$ cat config.mk
export PLATFORM = sky130hd
export DESIGN_NAME = hsv_to_rgb_pixel_convert
export DESIGN_NICKNAME = d
export VERILOG_FILES = /design/src/rtl/hsv2rgb_pkg.sv /design/src/rtl/hsv_to_rgb_pixel_convert.sv /design/src/rtl/hsv2rgb_channel.sv
export SDC_FILE = /design/constraint.sdc
export NUM_CORES = 2
export LEC_CHECK = 0
export ABC_AREA = 1
export BUFFER_PORTS_ARGS = -buffer_cell sky130_fd_sc_hd__clkbuf_2
export CAP_MARGIN = 20
export CORE_MARGIN = 2
export CORE_UTILIZATION = 45
export CTS_BUF_LIST = sky130_fd_sc_hd__clkbuf_8 sky130_fd_sc_hd__clkbuf_16
export DETAILED_ROUTE_END_ITERATION = 16
export PLACE_DENSITY = 0.69
export SYNTH_ARGS = -nofsm -noshare
export SYNTH_HDL_FRONTEND = slang
export SYNTH_SLANG_ARGS = --single-unit
$ cat constraint.sdc
create_clock -name aclk -period 7 [get_ports aclk]
set_input_delay 0.7 -clock aclk [delete_from_list [all_inputs] [get_ports aclk]]
set_output_delay 0.7 -clock aclk [all_outputs]
set_load 0.02 [all_outputs]
$ cat src/rtl/hsv2rgb_pkg.sv
// Shared types and constants for the HSV to RGB pixel converter.
`timescale 1ns / 1ps

package hsv2rgb_pkg;

    typedef struct packed {
        logic [8:0] hue_deg;
        logic [6:0] sat_pct;
        logic [6:0] val_pct;
    } hsv_in_t;

    typedef struct packed {
        logic [7:0] red;
        logic [7:0] green;
        logic [7:0] blue;
    } rgb_out_t;

    // Load enables of the per-channel stages (stages three to six).
    typedef struct packed {
        logic en3;
        logic en4;
        logic en5;
        logic en6;
    } chan_en_t;

    localparam int unsigned HUE_WRAP   = 360;
    localparam int unsigned SECTOR_DEG = 60;
    localparam int unsigned PCT_MAX    = 100;
    localparam int unsigned V_SCALE    = 6000;   // 100 * 60
    // 255 / 600000 reduces to 17 / 40000; 40000 = 64 * 625.
    localparam int unsigned CHAN_MUL   = 17;
    localparam int unsigned ROUND_OFS  = 20000;  // half of 40000
    localparam int unsigned DIV_SHIFT  = 6;
    localparam int unsigned DIV_REM    = 625;
    localparam int unsigned RECIP      = 26843;  // floor(2^24 / 625)
    localparam int unsigned RECIP_SH   = 24;
    localparam int unsigned CODE_MAX   = 255;

endpackage

$ cat src/rtl/hsv_to_rgb_pixel_convert.sv
// Top level of the HSV to RGB pixel converter: six-stage pipeline.
`timescale 1ns / 1ps

// Channel | Ports                      | Payload
// --------+----------------------------+------------------------------------
// input   | s_valid, s_ready, s_data   | hue_deg 9b, sat_pct 7b, val_pct 7b
// result  | m_valid, m_ready, m_data   | red 8b, green 8b, blue 8b
//
// One transfer in per clock while the output side is ready; each result passes
// through stages one to six in order. Stage six is the output register.
// Every stage has its own valid bit and load enable, so bubbles are squeezed
// out and a stalled output only halts the stages behind a full one.
// Reset (aresetn low, synchronous) clears the valid bits only; s_ready is
// held low while reset is applied.

module hsv_to_rgb_pixel_convert
    import hsv2rgb_pkg::*;
(
    input  logic     aclk,
    input  logic     aresetn,
    input  logic     s_valid,
    output logic     s_ready,
    input  hsv_in_t  s_data,
    output logic     m_valid,
    input  logic     m_ready,
    output rgb_out_t m_data
);

    // Valid bits of stages one to six (index 0 is stage one).
    logic [5:0] vld_reg, vld_next;
    logic [5:0] rdy;
    logic [5:0] vin;

    // Stage 1: hue wrapped, saturation and value limited.
    logic [8:0]  h1_reg, h1_next;
    logic [6:0]  s1_reg, s1_next;
    logic [6:0]  v1_reg, v1_next;

    // Stage 2: products and per-channel weights.
    logic [13:0] sv2_reg, sv2_next;
    logic [19:0] v6k2_reg, v6k2_next;
    logic [5:0]  wr2_reg, wr2_next;
    logic [5:0]  wg2_reg, wg2_next;
    logic [5:0]  wb2_reg, wb2_next;

    logic [2:0]  sector;
    logic [8:0]  sect_base;
    logic [5:0]  ramp;        // hue within its 60 degree sector
    logic [5:0]  xw;          // 60 - X weight
    logic [5:0]  cw;
    logic [5:0]  zw;

    chan_en_t    cen;

    // Channel codes from stage six.
    logic [7:0]  red_code;
    logic [7:0]  green_code;
    logic [7:0]  blue_code;

    // Ready chain: a stage loads when empty or when the next one loads.
    assign rdy[5] = !vld_reg[5] || m_ready;
    genvar gi;
    generate
        for (gi = 0; gi < 5; gi++) begin : g_rdy
            assign rdy[gi] = !vld_reg[gi] || rdy[gi + 1];
        end
    endgenerate

    assign vin = {vld_reg[4:0], s_valid};

    always_comb begin
        for (int i = 0; i < 6; i++) begin
            vld_next[i] = rdy[i] ? vin[i] : vld_reg[i];
        end
    end

    assign s_ready = rdy[0] && aresetn;

    // Stage 1 next values.
    assign h1_next = (s_data.hue_deg >= 9'(HUE_WRAP)) ? s_data.hue_deg - 9'(HUE_WRAP)
                                                       : s_data.hue_deg;
    assign s1_next = (s_data.sat_pct > 7'(PCT_MAX)) ? 7'(PCT_MAX) : s_data.sat_pct;
    assign v1_next = (s_data.val_pct > 7'(PCT_MAX)) ? 7'(PCT_MAX) : s_data.val_pct;

    // Stage 2: sector by compares, ramp inside it.
    always_comb begin
        if (h1_reg < 9'(SECTOR_DEG)) begin
            sector = 3'd0;
        end else if (h1_reg < 9'(2 * SECTOR_DEG)) begin
            sector = 3'd1;
        end else if (h1_reg < 9'(3 * SECTOR_DEG)) begin
            sector = 3'd2;
        end else if (h1_reg < 9'(4 * SECTOR_DEG)) begin
            sector = 3'd3;
        end else if (h1_reg < 9'(5 * SECTOR_DEG)) begin
            sector = 3'd4;
        end else begin
            sector = 3'd5;
        end
    end

    assign sect_base = 9'(sector * 9'(SECTOR_DEG));
    assign ramp      = 6'(h1_reg - sect_base);
    // Rising edge of X in even sectors, falling in odd ones.
    assign xw        = sector[0] ? ramp : 6'(SECTOR_DEG) - ramp;
    assign cw        = 6'd0;
    assign zw        = 6'(SECTOR_DEG);

    // Which of C, X and 0 each channel takes.
    always_comb begin
        case (sector)
            3'd0: begin
                wr2_next = cw; wg2_next = xw; wb2_next = zw;
            end
            3'd1: begin
                wr2_next = xw; wg2_next = cw; wb2_next = zw;
            end
            3'd2: begin
                wr2_next = zw; wg2_next = cw; wb2_next = xw;
            end
            3'd3: begin
                wr2_next = zw; wg2_next = xw; wb2_next = cw;
            end
            3'd4: begin
                wr2_next = xw; wg2_next = zw; wb2_next = cw;
            end
            default: begin
                wr2_next = cw; wg2_next = zw; wb2_next = xw;
            end
        endcase
    end

    assign sv2_next  = 14'(s1_reg) * 14'(v1_reg);
    assign v6k2_next = 20'(v1_reg) * 20'(V_SCALE);

    always_ff @(posedge aclk) begin
        if (!aresetn) begin
            vld_reg <= '0;
        end else begin
            vld_reg <= vld_next;
        end
    end

    always_ff @(posedge aclk) begin
        if (rdy[0]) begin
            h1_reg <= h1_next;
            s1_reg <= s1_next;
            v1_reg <= v1_next;
        end
        if (rdy[1]) begin
            sv2_reg  <= sv2_next;
            v6k2_reg <= v6k2_next;
            wr2_reg  <= wr2_next;
            wg2_reg  <= wg2_next;
            wb2_reg  <= wb2_next;
        end
    end

    assign cen.en3 = rdy[2];
    assign cen.en4 = rdy[3];
    assign cen.en5 = rdy[4];
    assign cen.en6 = rdy[5];

    hsv2rgb_channel u_red (
        .aclk   (aclk),
        .en     (cen),
        .v6000  (v6k2_reg),
        .sv     (sv2_reg),
        .weight (wr2_reg),
        .code   (red_code)
    );

    hsv2rgb_channel u_green (
        .aclk   (aclk),
        .en     (cen),
        .v6000  (v6k2_reg),
        .sv     (sv2_reg),
        .weight (wg2_reg),
        .code   (green_code)
    );

    hsv2rgb_channel u_blue (
        .aclk   (aclk),
        .en     (cen),
        .v6000  (v6k2_reg),
        .sv     (sv2_reg),
        .weight (wb2_reg),
        .code   (blue_code)
    );

    assign m_data  = '{red: red_code, green: green_code, blue: blue_code};
    assign m_valid = vld_reg[5];

`ifndef SYNTHESIS
    // An empty output stage means nothing can block the input.
    a_empty_out_ready: assert property (@(posedge aclk) disable iff (!aresetn)
        !m_valid |-> s_ready)
        else $error("input blocked while output stage empty");

    // An empty first stage always takes a transfer.
    a_first_ready: assert property (@(posedge aclk) disable iff (!aresetn)
        !vld_reg[0] |-> s_ready)
        else $error("first stage empty but not ready");

    // An accepted transfer lands in stage one.
    a_accept_lands: assert property (@(posedge aclk) disable iff (!aresetn)
        (s_valid && s_ready) |=> vld_reg[0])
        else $error("accepted transfer lost at stage one");

    // A stalled result is held, and the stage behind it keeps its item.
    a_stall_holds: assert property (@(posedge aclk) disable iff (!aresetn)
        (m_valid && !m_ready && vld_reg[4]) |=> (m_valid && vld_reg[4]))
        else $error("item dropped during output stall");
`endif

endmodule

$ cat src/rtl/hsv2rgb_channel.sv
// One colour channel: weighted sum, scaling, division by 40000 and clamp.
`timescale 1ns / 1ps

module hsv2rgb_channel
    import hsv2rgb_pkg::*;
(
    input  logic        aclk,
    input  chan_en_t    en,
    input  logic [19:0] v6000,     // 6000 * V
    input  logic [13:0] sv,        // S * V
    input  logic [5:0]  weight,    // 60 - k for this channel's component
    output logic [7:0]  code
);

    logic [19:0] num_reg, num_next;
    logic [17:0] t_reg, t_next;
    logic [17:0] t5_reg;
    logic [8:0]  q0_reg, q0_next;
    logic [7:0]  code_reg, code_next;

    logic [23:0] scaled;
    logic [32:0] prod;
    logic [18:0] q_mul;
    logic        q_inc;
    logic [9:0]  q_sum;

    // Stage 3: numerator over 600000, never negative.
    assign num_next = v6000 - 20'(weight) * 20'(sv);

    // Stage 4: 17 * num + half, then drop the power-of-two part of 40000.
    assign scaled = 24'(num_reg * 24'(CHAN_MUL)) + 24'(ROUND_OFS);
    assign t_next = scaled[23:DIV_SHIFT];

    // Stage 5: reciprocal estimate of t / 625, low by at most one.
    assign prod    = 33'(t_reg) * 33'(RECIP);
    assign q0_next = prod[32:RECIP_SH];

    // Stage 6: one correction step, then clamp.
    assign q_mul = 19'(q0_reg) * 19'(DIV_REM);
    assign q_inc = (19'(t5_reg) >= (q_mul + 19'(DIV_REM)));
    assign q_sum = 10'(q0_reg) + 10'(q_inc);
    assign code_next = (q_sum > 10'(CODE_MAX)) ? 8'(CODE_MAX) : q_sum[7:0];

    always_ff @(posedge aclk) begin
        if (en.en3) begin
            num_reg <= num_next;
        end
        if (en.en4) begin
            t_reg <= t_next;
        end
        if (en.en5) begin
            q0_reg <= q0_next;
            t5_reg <= t_reg;
        end
        if (en.en6) begin
            code_reg <= code_next;
        end
    end

    assign code = code_reg;

endmodule
==> impl_results.rst <==
.. list-table::
   :header-rows: 1

   * - Metric
     - Value
   * - Status
     - completed
   * - FMAX
     - 151.8 MHz
   * - Highest-delay cell along the critical path
     - fa_1
   * - Total clock buffers created by CTS
     - 38
   * - Top-area cell type share of the netlist area
     - 0.2501
   * - Yosys reg bits
     - a little under 300
   * - DP Wirelength
     - around 85,000 um
   * - Post-synth cell types
     - 54
   * - CTS tree
     - yes
   * - Commonest non-fill, non-tap cell in the layout
     - inv_1
   * - Routed via count divided by cell count
     - around 5
   * - Average size of a mapped cell
     - 9.193 um2
   * - CP required
     - roughly 7.3 ns
   * - Final weighted congestion in routability-driven placement
     - 0.9247
   * - Global-route wire length before repair
     - 169,400 um
   * - Number of levels in the clock H-tree
     - 2
   * - Syn nets
     - 6,578
   * - Detailed Route WL
     - about 100,000 um
   * - Crit path buf inv count
     - 0
   * - Antenna Violating Nets Remaining
     - 0
   * - Leading cell types in the layout, fill and taps excluded
     - inv_1, ha_1, nand2_1
   * - Die extent in y
     - around 330 um
   * - CTS sink count
     - 296
   * - Floorplan Core Area
     - 0.1033 mm2
   * - DR WL/cell
     - approximately 15 um
   * - Post-layout min period
     - 6.587 ns
   * - Accumulated negative setup slack
     - 0 ns
   * - Clock Skew
     - 0.02806 ns
   * - CTS root buffer
     - clkbuf_16
   * - Element type at the critical path end
     - register
   * - Hold violation total from the final report
     - 0
   * - Buffers on Ports
     - 52
   * - Portion of the clock cycle consumed by the worst path in the final layout
     - 0.9410
   * - Vias in the first global route
     - 34,322
   * - Crit path arrival time
     - between 6 and 7 ns
   * - Post-synthesis instance area
     - 0.04675 mm2
   * - Total routing resource utilization after global routing
     - 0.1934
   * - Routed vias
     - 33,039
   * - P&R area growth vs syn
     - 6.999%
   * - Top fanout value on the critical path
     - 10
   * - Number of filler cells placed in the layout
     - 9,679
   * - Total die area
     - around 0.11 mm2
   * - Number of top-level design ports
     - 53
   * - Clock latency reported for the late side of the worst-skew pair
     - 0.59 ns
   * - Part of the Yosys area used for sequential elements
     - 0.1888
   * - Yosys warning count
     - 0
   * - Residual DRC
     - 0
   * - Total global routing overflow
     - 0
   * - Detailed router's first-iteration violation count
     - about 1,800
   * - Multi-input logic area
     - 0.03326 mm2
   * - Number of cell rows
     - 118
   * - CP Class
     - register to register
   * - Antenna diode instance count
     - 0
   * - Maximum root-to-sink buffer count
     - 3
   * - Count of endpoints failing setup in the final report
     - 0
   * - Largest delay contributor family on the critical path
     - adder cells
   * - Transition time at the pin with the least slew margin
     - 0.8832 ns
   * - Hold Crit Class
     - input pin to register
   * - Max-cap violation count
     - 0
   * - Antenna violations before repair
     - 0
   * - Most area-hungry cell type in the Yosys netlist
     - fa_1
   * - Die Width
     - 326.3 um
   * - Largest cells by area after synthesis
     - fa_1, ha_1, edfxtp_1
   * - FF+latch area
     - 0.008828 mm2
   * - Number of max-slew violations in the final report
     - 0
   * - Number of optimization iterations in the first detailed-route pass
     - 5
   * - Worst slew slack as a fraction of its limit
     - 0.4112
   * - Clock input transition at the sequential cells of the worst setup and hold paths
     - 0.06 ns
   * - Maximum single-stage delay on the critical path
     - 0.64 ns
   * - Pin count of the biggest net entering global routing
     - 66
   * - Share of layout cells above drive strength 1
     - 0.03402
   * - Initial standard-cell utilization of the core
     - 0.4523
   * - Worst setup SP type
     - register
   * - Total number of nets in the final design
     - 6,637
   * - Post-synthesis cell count
     - 5,085
-- per-stage QoR --
stage	hold slack [ns]	worst slack, ns	cells	cell area [um2]	utilization
floorplan	0.4362	0.4184	5085	46750	-
global placement	0.4388	0.4204	6472	48610	0.4704
detailed placement	0.4457	0.2703	6472	48610	0.4704
CTS	0.2789	0.2552	6541	49890	0.4827
global route	0.2947	-0.02214	6553	50020	0.4840
finish	0.3103	0.4131	6553	50020	0.4840
-- kinds of logic (layout without fill, tap and decap cells) --
family          after synthesis  in the layout  share of synthesized area
fa+ha+maj                  1466           1466                     0.4861
simple gates               1272           1272                     0.1097
buf+inv                    1246           1334                     0.1002
compound gates              567            567                    0.06999
flops                       296            296                     0.1888
xor+xnor                    238            238                    0.04504
-- per-layer routing --
metal	part of all wire	GRT usage
met1	0.46	0.2659
met3	0.049	0.02229
met4	0.022	0.04428
met5	0	0
met2	0.47	0.3276
-- Yosys cell counts (all sizes together) --
cell type / instances
o22ai: 1
o2111a: 1
a211oi: 11
o211ai: 12
o21a: 13
nor2: 218
o21bai: 16
and2: 2
o2111ai: 4
a21oi: 268
o311ai: 2
or2: 7
and3: 3
a21o: 33
nand4: 31
fa: 584
xnor3: 1
a311oi: 1
nand2: 845
xnor2: 86
nor4: 8
a31oi: 32
ha: 882
nor3: 41
o21ai: 145
clkbuf: 54
a221oi: 5
nand3b: 3
xor2: 151
a21boi: 11
a41oi: 1
nand3: 114
edfxtp: 290
o31ai: 11
buf: 4
inv: 1188
dfxtp: 6
-- repair_timing --
action / CTS / global route
setup endpoints to repair: 0 / 23
hold buffers: 0 / 0
gates resized for setup: 0 / 6
buffers inserted: 0 / 11
-- final timing paths --
check	from	to	slack [ns]	cells after the start
worst min register to register	vld_reg[4]$_SDFFE_PN0P_	vld_reg[5]$_SDFFE_PN0P_	0.44	2
worst max-delay path	u_green.q0_reg[6]$_DFFE_PP_	u_green.code[0]$_SDFFCE_PN1P_	0.41	25
worst min-delay path	s_data[6]	v1_reg[6]$_SDFFCE_PN1N_	0.31	1
worst max register to register	u_green.q0_reg[6]$_DFFE_PP_	u_green.code[0]$_SDFFCE_PN1P_	0.41	25
-- area by class of cell --
cell class | count | area share
timing repair buffer | 77 | 0.009205
tap | 1380 | 0.03452
sequential | 296 | 0.1765
clock buffer | 40 | 0.01979
inverter | 1188 | 0.08922
multi-input combinational | 3543 | 0.6650
clock inverter | 29 | 0.005778
Power is not shown: default switching activity piles up to over one toggle a cycle in this logic, so the estimate is an artifact.
